## src/rtl/asl_pkg.sv

```systemverilog
// ============================================================================
// asl_pkg
// Shared constants, keyword table and character helpers for the source lexer.
// ============================================================================
package asl_pkg;

  localparam int MAX_TOKEN = 32;
  localparam int AW        = $clog2(MAX_TOKEN);
  localparam int LW        = $clog2(MAX_TOKEN + 1);
  localparam int NUM_KW    = 39;
  localparam logic [5:0] NO_KW = 6'd39;

  // scan modes
  localparam logic [1:0] MODE_SEARCH = 2'd0;
  localparam logic [1:0] MODE_IGNORE = 2'd1;
  localparam logic [1:0] MODE_READ   = 2'd2;

  // token kinds
  localparam logic [3:0] KIND_OP       = 4'd0;
  localparam logic [3:0] KIND_REG      = 4'd1;
  localparam logic [3:0] KIND_TRP      = 4'd2;
  localparam logic [3:0] KIND_PSEUDO   = 4'd3;
  localparam logic [3:0] KIND_LBL      = 4'd4;
  localparam logic [3:0] KIND_IMM      = 4'd5;
  localparam logic [3:0] KIND_STR      = 4'd6;
  localparam logic [3:0] KIND_BAD      = 4'd7;
  localparam logic [3:0] KIND_TOO_LONG = 4'd8;

  // numeric base of the first character
  localparam logic [1:0] BASE_NONE = 2'd0;
  localparam logic [1:0] BASE_DEC  = 2'd1;
  localparam logic [1:0] BASE_BIN  = 2'd2;
  localparam logic [1:0] BASE_HEX  = 2'd3;

  localparam logic [7:0] CH_NL    = 8'h0A;
  localparam logic [7:0] CH_TAB   = 8'h09;
  localparam logic [7:0] CH_SPACE = 8'h20;
  localparam logic [7:0] CH_COMMA = 8'h2C;
  localparam logic [7:0] CH_SEMI  = 8'h3B;
  localparam logic [7:0] CH_COLON = 8'h3A;
  localparam logic [7:0] CH_QUOTE = 8'h22;
  localparam logic [7:0] CH_MINUS = 8'h2D;
  localparam logic [7:0] CH_HASH  = 8'h23;

  // keyword text, right aligned, and length
  localparam logic [63:0] KW_TXT [NUM_KW] = '{
    "ADD", "AND", "BR", "BRN", "BRZ", "BRP", "JMP", "JSR", "JSRR", "LD",
    "LDI", "LDR", "LEA", "NOT", "RET", "RTI", "ST", "STI", "STR", "TRAP",
    "R0", "R1", "R2", "R3", "R4", "R5", "R6", "R7",
    "GETC", "OUT", "PUTS", "IN", "PUTSP", "HALT",
    ".ORIG", ".END", ".BLKW", ".FILL", ".STRINGZ"
  };
  localparam logic [3:0] KW_LEN [NUM_KW] = '{
    4'd3, 4'd3, 4'd2, 4'd3, 4'd3, 4'd3, 4'd3, 4'd3, 4'd4, 4'd2,
    4'd3, 4'd3, 4'd3, 4'd3, 4'd3, 4'd3, 4'd2, 4'd3, 4'd3, 4'd4,
    4'd2, 4'd2, 4'd2, 4'd2, 4'd2, 4'd2, 4'd2, 4'd2,
    4'd4, 4'd3, 4'd4, 4'd2, 4'd5, 4'd4,
    4'd5, 4'd4, 4'd5, 4'd5, 4'd8
  };

  // character i of keyword k, zero past its end
  function automatic logic [7:0] kw_char(input int k, input logic [LW-1:0] i);
    logic [3:0] l;
    logic [2:0] p;
    l = KW_LEN[k];
    p = 3'(l - 4'd1 - 4'(i[2:0]));
    if ((i >= LW'(8)) || ({1'b0, i[2:0]} >= l))
      return 8'h00;
    return KW_TXT[k][{p, 3'b000} +: 8];
  endfunction

  function automatic logic is_sep(input logic [7:0] c);
    return (c == CH_SPACE) || (c == CH_TAB) || (c == CH_NL) || (c == CH_COMMA);
  endfunction

  function automatic logic is_dig(input logic [7:0] c);
    return (c >= "0") && (c <= "9");
  endfunction

  function automatic logic is_hexd(input logic [7:0] c);
    return is_dig(c) || ((c >= "a") && (c <= "f")) || ((c >= "A") && (c <= "F"));
  endfunction

  function automatic logic [7:0] to_upper(input logic [7:0] c);
    return ((c >= "a") && (c <= "z")) ? (c - 8'd32) : c;
  endfunction

endpackage

```

## src/rtl/asl_ram.sv

```systemverilog
// ============================================================================
// asl_ram
// Generic single-port-write, registered-read RAM.
// ============================================================================
module asl_ram #(
  parameter int WIDTH = 8,
  parameter int DEPTH = 32
) (
  input  logic                     clk,
  input  logic                     wr_en,
  input  logic [$clog2(DEPTH)-1:0] wr_addr,
  input  logic [WIDTH-1:0]         wr_data,
  input  logic [$clog2(DEPTH)-1:0] rd_addr,
  output logic [WIDTH-1:0]         rd_data
);

  logic [WIDTH-1:0] mem [DEPTH];

  always_ff @(posedge clk) begin
    if (wr_en) begin
      mem[wr_addr] <= wr_data;
    end
    rd_data <= mem[rd_addr];
  end

endmodule

```

## src/rtl/assembly_source_lexer.sv

```systemverilog
// A byte that ends no token leaves the input ready for the next byte.
// A finished token of n characters gives n results, each a buffer read (S_RD)
// then presentation (S_OUT); an empty token or too_long result goes straight to presentation.
// No new byte is taken until the last result of a token has been accepted.
// Reset (rst_n low, synchronous) returns to searching mode, line 0, no error.
// After a too_long result the block drops all input until reset.
// ============================================================================
// assembly_source_lexer
// Byte-serial lexer: tracks token class while characters arrive, then walks
// the token buffer to emit one character per output request.
// ============================================================================
module assembly_source_lexer (
  input  logic        clk,
  input  logic        rst_n,
  input  logic        in_tvalid,
  output logic        in_tready,
  input  logic [7:0]  in_tdata,   // [7:0] text_char
  input  logic        in_tlast,   // end_of_text
  output logic        out_tvalid,
  input  logic        out_tready,
  output logic [31:0] out_tdata,  // [7:0] token_char, [13:8] keyword_index,
                                  // [29:14] line_number, [31:30] zero
  output logic [3:0]  out_tuser,  // [3:0] token_kind
  output logic        out_tlast   // last_char
);

  localparam logic [1:0] S_IDLE = 2'd0;
  localparam logic [1:0] S_RD   = 2'd1;
  localparam logic [1:0] S_OUT  = 2'd2;

  localparam int AW = asl_pkg::AW;
  localparam int LW = asl_pkg::LW;
  localparam int NK = asl_pkg::NUM_KW;

  // scan state
  logic [1:0]    mode_r, mode_nxt;
  logic          instr_r, instr_nxt;
  logic [LW-1:0] len_r, len_nxt;
  logic [15:0]   line_r, line_nxt;
  logic [15:0]   tline_r, tline_nxt;
  logic          stuck_r, stuck_nxt;
  logic [NK-1:0] alive_r, alive_nxt;
  logic [1:0]    base_r, base_nxt;
  logic          more_r, more_nxt;
  logic          bad_r, bad_nxt;
  logic          colon_r, colon_nxt;
  logic [LW-1:0] cpos_r, cpos_nxt;

  // emission state
  logic [1:0]    st_r, st_nxt;
  logic [LW-1:0] eidx_r, eidx_nxt;
  logic [LW-1:0] ecnt_r, ecnt_nxt;
  logic [3:0]    ekind_r, ekind_nxt;
  logic [5:0]    ekw_r, ekw_nxt;
  logic          eup_r, eup_nxt;
  logic          ezero_r, ezero_nxt;
  logic [15:0]   eline_r, eline_nxt;

  logic          acc;
  logic [7:0]    b, ub;
  logic          wr_en;
  logic [AW-1:0] wr_addr;
  logic [7:0]    rd_data;
  logic          fin, ovf, app, to_ignore;
  logic          numeric;
  logic [5:0]    kw_hit;
  logic [LW-1:0] lab_len, run_len;
  logic [7:0]    ochar;

  assign acc = in_tvalid && in_tready;
  assign b   = in_tdata;
  assign ub  = asl_pkg::to_upper(b);

  // token buffer
  asl_ram #(.WIDTH(8), .DEPTH(asl_pkg::MAX_TOKEN)) u_buf (
    .clk     (clk),
    .wr_en   (wr_en),
    .wr_addr (wr_addr),
    .wr_data (b),
    .rd_addr (eidx_r[AW-1:0]),
    .rd_data (rd_data)
  );

  // per-byte scan and token tracking
  always_comb begin
    mode_nxt  = mode_r;
    instr_nxt = instr_r;
    len_nxt   = len_r;
    line_nxt  = line_r;
    tline_nxt = tline_r;
    stuck_nxt = stuck_r;
    alive_nxt = alive_r;
    base_nxt  = base_r;
    more_nxt  = more_r;
    bad_nxt   = bad_r;
    colon_nxt = colon_r;
    cpos_nxt  = cpos_r;
    wr_en     = 1'b0;
    wr_addr   = len_r[AW-1:0];
    fin       = 1'b0;
    ovf       = 1'b0;
    app       = 1'b0;
    to_ignore = 1'b0;
    if (acc && !stuck_r) begin
      unique case (mode_r)
        asl_pkg::MODE_IGNORE: begin
          if (b == asl_pkg::CH_NL) begin
            mode_nxt = asl_pkg::MODE_SEARCH;
            if (line_r != 16'hFFFF) line_nxt = line_r + 16'd1;
          end
        end
        asl_pkg::MODE_READ: begin
          if (instr_r) begin
            if (b == asl_pkg::CH_QUOTE) begin
              fin = 1'b1;
            end else begin
              if (b == asl_pkg::CH_NL && line_r != 16'hFFFF) line_nxt = line_r + 16'd1;
              app = 1'b1;
            end
          end else if (asl_pkg::is_sep(b)) begin
            if (b == asl_pkg::CH_NL && line_r != 16'hFFFF) line_nxt = line_r + 16'd1;
            fin = 1'b1;
          end else if (b == asl_pkg::CH_SEMI) begin
            fin       = 1'b1;
            to_ignore = 1'b1;
          end else if (b != asl_pkg::CH_QUOTE) begin
            app = 1'b1;
          end
        end
        default: begin
          if (b == asl_pkg::CH_NL) begin
            if (line_r != 16'hFFFF) line_nxt = line_r + 16'd1;
          end else if (b == asl_pkg::CH_SEMI) begin
            mode_nxt = asl_pkg::MODE_IGNORE;
          end else if (!asl_pkg::is_sep(b)) begin
            tline_nxt = line_r;
            mode_nxt  = asl_pkg::MODE_READ;
            len_nxt   = '0;
            colon_nxt = 1'b0;
            bad_nxt   = 1'b0;
            if (b == asl_pkg::CH_QUOTE) begin
              instr_nxt = 1'b1;
            end else begin
              wr_en     = 1'b1;
              wr_addr   = '0;
              len_nxt   = LW'(1);
              colon_nxt = (b == asl_pkg::CH_COLON);
              cpos_nxt  = '0;
              more_nxt  = 1'b1;
              if (asl_pkg::is_dig(b)) begin
                base_nxt = asl_pkg::BASE_DEC;
                more_nxt = 1'b0;
              end else if (b == asl_pkg::CH_HASH || b == asl_pkg::CH_MINUS) begin
                base_nxt = asl_pkg::BASE_DEC;
              end else if (b == "b" || b == "B") begin
                base_nxt = asl_pkg::BASE_BIN;
              end else if (b == "x" || b == "X") begin
                base_nxt = asl_pkg::BASE_HEX;
              end else begin
                base_nxt = asl_pkg::BASE_NONE;
              end
              for (int k = 0; k < NK; k++) begin
                alive_nxt[k] = (asl_pkg::kw_char(k, '0) == ub);
              end
            end
          end
        end
      endcase

      // append one character at the current length
      if (app) begin
        if (len_r >= LW'(asl_pkg::MAX_TOKEN)) begin
          ovf       = 1'b1;
          stuck_nxt = 1'b1;
        end else begin
          wr_en   = 1'b1;
          len_nxt = len_r + LW'(1);
          if (!colon_r && b == asl_pkg::CH_COLON) begin
            colon_nxt = 1'b1;
            cpos_nxt  = len_r;
          end
          if (b == asl_pkg::CH_MINUS) begin
            if (len_r > LW'(1)) bad_nxt = 1'b1;
          end else begin
            unique case (base_r)
              asl_pkg::BASE_DEC: if (!asl_pkg::is_dig(b)) bad_nxt = 1'b1;
              asl_pkg::BASE_BIN: if (b != "0" && b != "1") bad_nxt = 1'b1;
              asl_pkg::BASE_HEX: if (!asl_pkg::is_hexd(b)) bad_nxt = 1'b1;
              default: ;
            endcase
          end
          for (int k = 0; k < NK; k++) begin
            alive_nxt[k] = alive_r[k] && (asl_pkg::kw_char(k, len_r) == ub);
          end
        end
      end

      // end of text finishes a pending token and restarts the scan
      if (!ovf && in_tlast) begin
        if (mode_nxt == asl_pkg::MODE_READ && !fin) fin = 1'b1;
      end
    end
  end

  // classification of the token as it stands after this byte
  always_comb begin
    kw_hit = asl_pkg::NO_KW;
    for (int k = NK - 1; k >= 0; k--) begin
      if (alive_nxt[k] && (LW'(asl_pkg::KW_LEN[k]) == len_nxt)) kw_hit = 6'(k);
    end
  end
  assign numeric = (base_nxt != asl_pkg::BASE_NONE) && (!more_nxt || len_nxt > LW'(1));
  assign lab_len = colon_nxt ? cpos_nxt : len_nxt;

  // emission sequencer
  always_comb begin
    st_nxt    = st_r;
    eidx_nxt  = eidx_r;
    ecnt_nxt  = ecnt_r;
    ekind_nxt = ekind_r;
    ekw_nxt   = ekw_r;
    eup_nxt   = eup_r;
    ezero_nxt = ezero_r;
    eline_nxt = eline_r;
    run_len   = len_nxt;
    unique case (st_r)
      S_IDLE: begin
        if (ovf) begin
          ekind_nxt = asl_pkg::KIND_TOO_LONG;
          ekw_nxt   = asl_pkg::NO_KW;
          ezero_nxt = 1'b1;
          eline_nxt = tline_r;
          st_nxt    = S_OUT;
        end else if (fin) begin
          ekw_nxt   = asl_pkg::NO_KW;
          eup_nxt   = 1'b0;
          eline_nxt = tline_nxt;
          if (instr_nxt || len_nxt == '0) begin
            ekind_nxt = asl_pkg::KIND_STR;
          end else if (numeric && !bad_nxt) begin
            ekind_nxt = asl_pkg::KIND_IMM;
          end else if (kw_hit != asl_pkg::NO_KW) begin
            ekw_nxt = kw_hit;
            eup_nxt = 1'b1;
            if (kw_hit < 6'd20)      ekind_nxt = asl_pkg::KIND_OP;
            else if (kw_hit < 6'd28) ekind_nxt = asl_pkg::KIND_REG;
            else if (kw_hit < 6'd34) ekind_nxt = asl_pkg::KIND_TRP;
            else                     ekind_nxt = asl_pkg::KIND_PSEUDO;
          end else if (numeric) begin
            ekind_nxt = asl_pkg::KIND_BAD;
          end else begin
            ekind_nxt = asl_pkg::KIND_LBL;
            eup_nxt   = 1'b1;
            run_len   = lab_len;
          end
          ecnt_nxt  = run_len;
          eidx_nxt  = '0;
          ezero_nxt = (run_len == '0);
          st_nxt    = (run_len == '0) ? S_OUT : S_RD;
        end
      end
      S_RD: st_nxt = S_OUT;
      S_OUT: begin
        if (out_tready) begin
          if (ezero_r || (eidx_r + LW'(1) == ecnt_r)) begin
            st_nxt = S_IDLE;
          end else begin
            eidx_nxt = eidx_r + LW'(1);
            st_nxt   = S_RD;
          end
        end
      end
      default: st_nxt = S_IDLE;
    endcase
  end

  // registers
  always_ff @(posedge clk) begin
    if (!rst_n) begin
      mode_r  <= asl_pkg::MODE_SEARCH;
      instr_r <= 1'b0;
      len_r   <= '0;
      line_r  <= '0;
      tline_r <= '0;
      stuck_r <= 1'b0;
      st_r    <= S_IDLE;
    end else begin
      stuck_r <= stuck_nxt;
      tline_r <= tline_nxt;
      st_r    <= st_nxt;
      if (acc && !stuck_r && !ovf && in_tlast) begin
        mode_r  <= asl_pkg::MODE_SEARCH;
        instr_r <= 1'b0;
        len_r   <= '0;
        line_r  <= '0;
      end else if (fin) begin
        mode_r  <= to_ignore ? asl_pkg::MODE_IGNORE : asl_pkg::MODE_SEARCH;
        instr_r <= 1'b0;
        len_r   <= '0;
        line_r  <= line_nxt;
      end else begin
        mode_r  <= mode_nxt;
        instr_r <= instr_nxt;
        len_r   <= len_nxt;
        line_r  <= line_nxt;
      end
    end
  end

  // tracking and emission payload
  always_ff @(posedge clk) begin
    alive_r <= alive_nxt;
    base_r  <= base_nxt;
    more_r  <= more_nxt;
    bad_r   <= bad_nxt;
    colon_r <= colon_nxt;
    cpos_r  <= cpos_nxt;
    eidx_r  <= eidx_nxt;
    ecnt_r  <= ecnt_nxt;
    ekind_r <= ekind_nxt;
    ekw_r   <= ekw_nxt;
    eup_r   <= eup_nxt;
    ezero_r <= ezero_nxt;
    eline_r <= eline_nxt;
  end

  // output port
  assign ochar      = ezero_r ? 8'h00 : (eup_r ? asl_pkg::to_upper(rd_data) : rd_data);
  assign in_tready  = (st_r == S_IDLE);
  assign out_tvalid = (st_r == S_OUT);
  assign out_tdata  = {2'b00, eline_r, ekw_r, ochar};
  assign out_tuser  = ekind_r;
  assign out_tlast  = ezero_r || (eidx_r + LW'(1) == ecnt_r);

  // checks
  a_busy_no_take: assert property (@(posedge clk) disable iff (!rst_n)
    out_tvalid |-> !in_tready) else $error("input taken during emission");
  a_kw_kind: assert property (@(posedge clk) disable iff (!rst_n)
    (out_tvalid && ekw_r != asl_pkg::NO_KW) |-> (ekind_r < asl_pkg::KIND_LBL))
    else $error("keyword index on non-keyword kind");
  a_len_bound: assert property (@(posedge clk) disable iff (!rst_n)
    len_r <= LW'(asl_pkg::MAX_TOKEN)) else $error("token length overrun");
  a_toolong_stuck: assert property (@(posedge clk) disable iff (!rst_n)
    (out_tvalid && ekind_r == asl_pkg::KIND_TOO_LONG) |-> stuck_r)
    else $error("too_long without error state");
  a_idx_range: assert property (@(posedge clk) disable iff (!rst_n)
    (out_tvalid && !ezero_r) |-> (eidx_r < ecnt_r)) else $error("emit index past run");

endmodule
```

## config.mk

```make
export PLATFORM = sky130hd
export DESIGN_NAME = assembly_source_lexer
export DESIGN_NICKNAME = d
export VERILOG_FILES = /design/src/rtl/asl_pkg.sv /design/src/rtl/asl_ram.sv /design/src/rtl/assembly_source_lexer.sv
export SDC_FILE = /design/constraint.sdc
export NUM_CORES = 1
export LEC_CHECK = 0
export BUFFER_PORTS_ARGS = -buffer_cell sky130_fd_sc_hd__buf_2
export CAP_MARGIN = 15
export CORE_MARGIN = 2
export CORE_UTILIZATION = 40
export DETAILED_ROUTE_END_ITERATION = 12
export HOLD_SLACK_MARGIN = 0.08
export PLACE_DENSITY = 0.67
export SLEW_MARGIN = 20
export SYNTH_ARGS = -nofsm -noshare
export SYNTH_HDL_FRONTEND = slang
export SYNTH_SLANG_ARGS = --single-unit
```

## constraint.sdc

```tcl
create_clock -name clk -period 7.3 [get_ports clk]
set_input_delay 0.365 -clock clk [delete_from_list [all_inputs] [get_ports clk]]
set_output_delay 0.365 -clock clk [all_outputs]
set_load 0.01 [all_outputs]
```

==> results.toml <==
[worst_setup_path]
worstPathArrival_ns = 6.34
required_ns = 7.60
reg2reg_slack_ns = 1.27
reg2reg_from = "len_r[0]$_SDFF_PP0_"
worstSetupStartpoint = "len_r[0]$_SDFF_PP0_"
reg2regPathDepth = 16
reg2reg_to = "ecnt_r[0]$_DFFE_PP_"
endpoint_kind = "register"
start_kind = "register"
crit_fanout = 20
worstSetupPathType = "reg2reg"

[timing]
final-max-slew-violation-count = 0
hold_viol_final = 0
rsz0062_at_grt = "no"
finalWorstSetupSlack_ns = 1.27
fmax_mhz = 166
max_slew_margin_pct = 28.5
period_share_pct = 82.6
worst_pin_slew_ns = 1.05
min_period_ns = 6.03
finalSetupTns_ns = 0
finalSetupViolCount = 0
whs_ns = 0.244
fin_skew_ns = 0.0243

[route]
drt_iter0_markers = 1632
viasPerCell = 6.22
totalWireLength_um = 63100
drt-pass1-iter-count = 6
postRouteAntennaNets = 0
wl_per_cell_um = 25.0
drc = 0
vias = 15700

[placement]
place_area_um2 = 21900
gp_congestion = 0.981
portBuffers = 49
pre_cts_slack_ns = 1.27
hpwl_um = 44700

[logic_synthesis]
synth-seq-cells = 398
synth_top_area_cell = "edfxtp_1"
synth_edf_count = 296
syn_inst = 1797
synth_area_um2 = 21000
yosysWarnings = 0
synth_flop_cell = "edfxtp_1"
synth_top_area_share_pct = 42.4
yosysSeqAreaShare_pct = 52.1
synthDistinctLibCells = 108
synthArstFlopShare_pct = 0
synth_area_leaders = "edfxtp_1, dfxtp_1, mux4_2, nand2_1, nor2_1"
avgSynthCellArea_um2 = 11.7

[hold_path]
worstHoldEndpoint = "st_r[1]$_SDFFE_PN0P_"
hp-start = "out_tready"
whs_path_depth = 4
hp-class = "in2reg"

[cells_and_area]
nFillCells = 4610
design_area_um2 = 23200
layout.nets = 1855
layout_commonest_cell = "edfxtp_1"
layout-drive-gt1-share_pct = 16.9
final_cell_mix = "edfxtp_1, nand2_1, nor2_1"
syn_to_final_growth_pct = 10.6

[outcome]
status = "complete, no violations"

[clock_network]
clk_latency_ns = 0.58
cts_hold_buffers = 0
cts_max_level = 2
cts_tree = "yes"
cts_root_buf = "clkbuf_16"
clockBufferDepth = 3
clk_pin_slew_ns = 0.06
cts_setup_buffers = 0
clock-sinks = 398
numCtsBuffers = 40
cts_resized = 0

[die]
die_x_um = 233
start_util_pct = 40.6
ios = 52
die-area_um2 = 54300
design.core.area_um2 = 51600
rows = 83
chipHeight_um = 233

[power]
power_frac_comb_pct = 20.0
seqPwrFrac_pct = 45.0
p_int_mw = 4.05
clockPowerShare_pct = 35.0
power.leakage_nw = 7.91
peakVddDrop_mv = 0.227
p_sw_mw = 1.67
powerDensity_nw_per_um2 = 246
swShare_pct = 29.2

[grt]
grt_pass1_vias = 15600
grt_max_degree = 63
grt_pass1_wl_um = 96000
track_usage_pct = 23.3
grt-ovfl-total = 0
antenna_found_initial = 1

[run]
maxCapViolations = 0
[per-layer routing]
layer	vias to the layer above	GRT usage, %	part of all wire, %
met5	-	0	0
met4	0	10.3	4.7
met3	174	4.33	8.2
met2	773	37.0	46
met1	7769	31.1	42
li1	6992	-	-
[power by group through the flow]
stage | Clock, mW | Sequential [mW] | Combinational, mW
floorplan | 0 | 2.59 | 0.776
global placement | 0 | 2.62 | 1.11
detailed placement | 0 | 2.62 | 1.12
CTS | 2.03 | 2.57 | 1.13
global route | 2.11 | 2.58 | 1.22
finish | 2.00 | 2.57 | 1.14
[stage by stage]
stage                     std cells  power, mW  util (%)
after floorplan                1798       3.37         -
after global placement         2453       3.72      42.5
after detailed placement       2453       3.74      42.5
after CTS                      2525       5.73      44.9
after global routing           2525       5.91      45.0
final                          2526       5.72      45.0
[worst max-delay path by stage]
| stage | slack (ns) | cells after the start | endpoint |
|---|---|---|---|
| detailed placement | 1.27 | 14 | ecnt_r[0]$_DFFE_PP_ |
| finish | 1.27 | 16 | ecnt_r[0]$_DFFE_PP_ |
| global route | 1.03 | 16 | ecnt_r[0]$_DFFE_PP_ |
| global placement | 1.44 | 14 | ecnt_r[0]$_DFFE_PP_ |
| CTS | 1.40 | 16 | ecnt_r[0]$_DFFE_PP_ |
| floorplan | 2.27 | 17 | ecnt_r[0]$_DFFE_PP_ |
[area by class of cell]
cell class	instances	area, um^2	share of cell area [%]
multi-input cells	1230	9370	40.4
diodes	1	2.50	0.0108
repair buffers	90	568	2.45
well taps	680	851	3.67
clock inverters	19	156	0.674
flip-flops and latches	398	10900	47.1
inverters	55	206	0.889
clock buffers	53	1120	4.84
[logic make-up (layout without fill, tap and decap cells)]
logic type / after synthesis / count (layout) / synth area share [%]
buffers and inverters: 170 / 217 / 3.33
AND/OR/NAND/NOR: 583 / 583 / 14.3
adder cells (fa/ha/maj): 27 / 27 / 1.61
XOR/XNOR: 79 / 79 / 3.30
AO/OA/AOI/OAI: 416 / 416 / 14.9
other: 1 / 3 / 0.0179
multiplexers: 123 / 123 / 10.4
flip-flops: 398 / 398 / 52.1
[flip-flops by register name, summed over array words and instances, names as in the netlist, 2 cells and up]
| name | cells |
|---|---|
| base_r | 2 |
| u_buf.mem | 256 |
| cpos_r | 6 |
| line_r | 16 |
| st_r | 2 |
| eidx_r | 6 |
| alive_r | 39 |
| len_r | 6 |
| tline_r | 16 |
| out_tuser | 4 |
| ecnt_r | 6 |
| ekw_r | 6 |
| eline_r | 16 |
| mode_r | 2 |
| u_buf.rd_data | 8 |
[synth_stat cells, types with 18 or more instances]
cell type  number
a211oi_1       21
a21boi_0       19
a21oi_1        70
a31oi_1        20
buf_2          21
clkbuf_1       73
dfxtp_1       102
edfxtp_1      296
ha_1           27
inv_1          52
mux2_2         26
mux2i_1        22
mux4_2         74
nand2_1       142
nand2b_1       21
nand3_1        53
nand4_1        31
nor2_1        137
nor2b_1        29
nor3_1         43
nor4_1         18
o211ai_1       19
o21ai_0        56
xnor2_1        53
xor2_1         26
[worst max-delay path, cell delays in order (launching register included)]
cell and delay [ns]:
dfxtp_1 0.33, buf_4 0.29, inv_1 0.20, ha_1 0.48
ha_1 0.41, or4_1 0.48, a21oi_1 0.63, a21oi_1 0.15
o211ai_1 0.23, nor4bb_1 0.08, a211oi_1 0.72, a211oi_2 0.23
a2111oi_4 0.37, o22ai_2 0.16, a311oi_4 0.33, nand4_4 0.27
mux2_1 0.38
(Power assumes the default switching activity.)
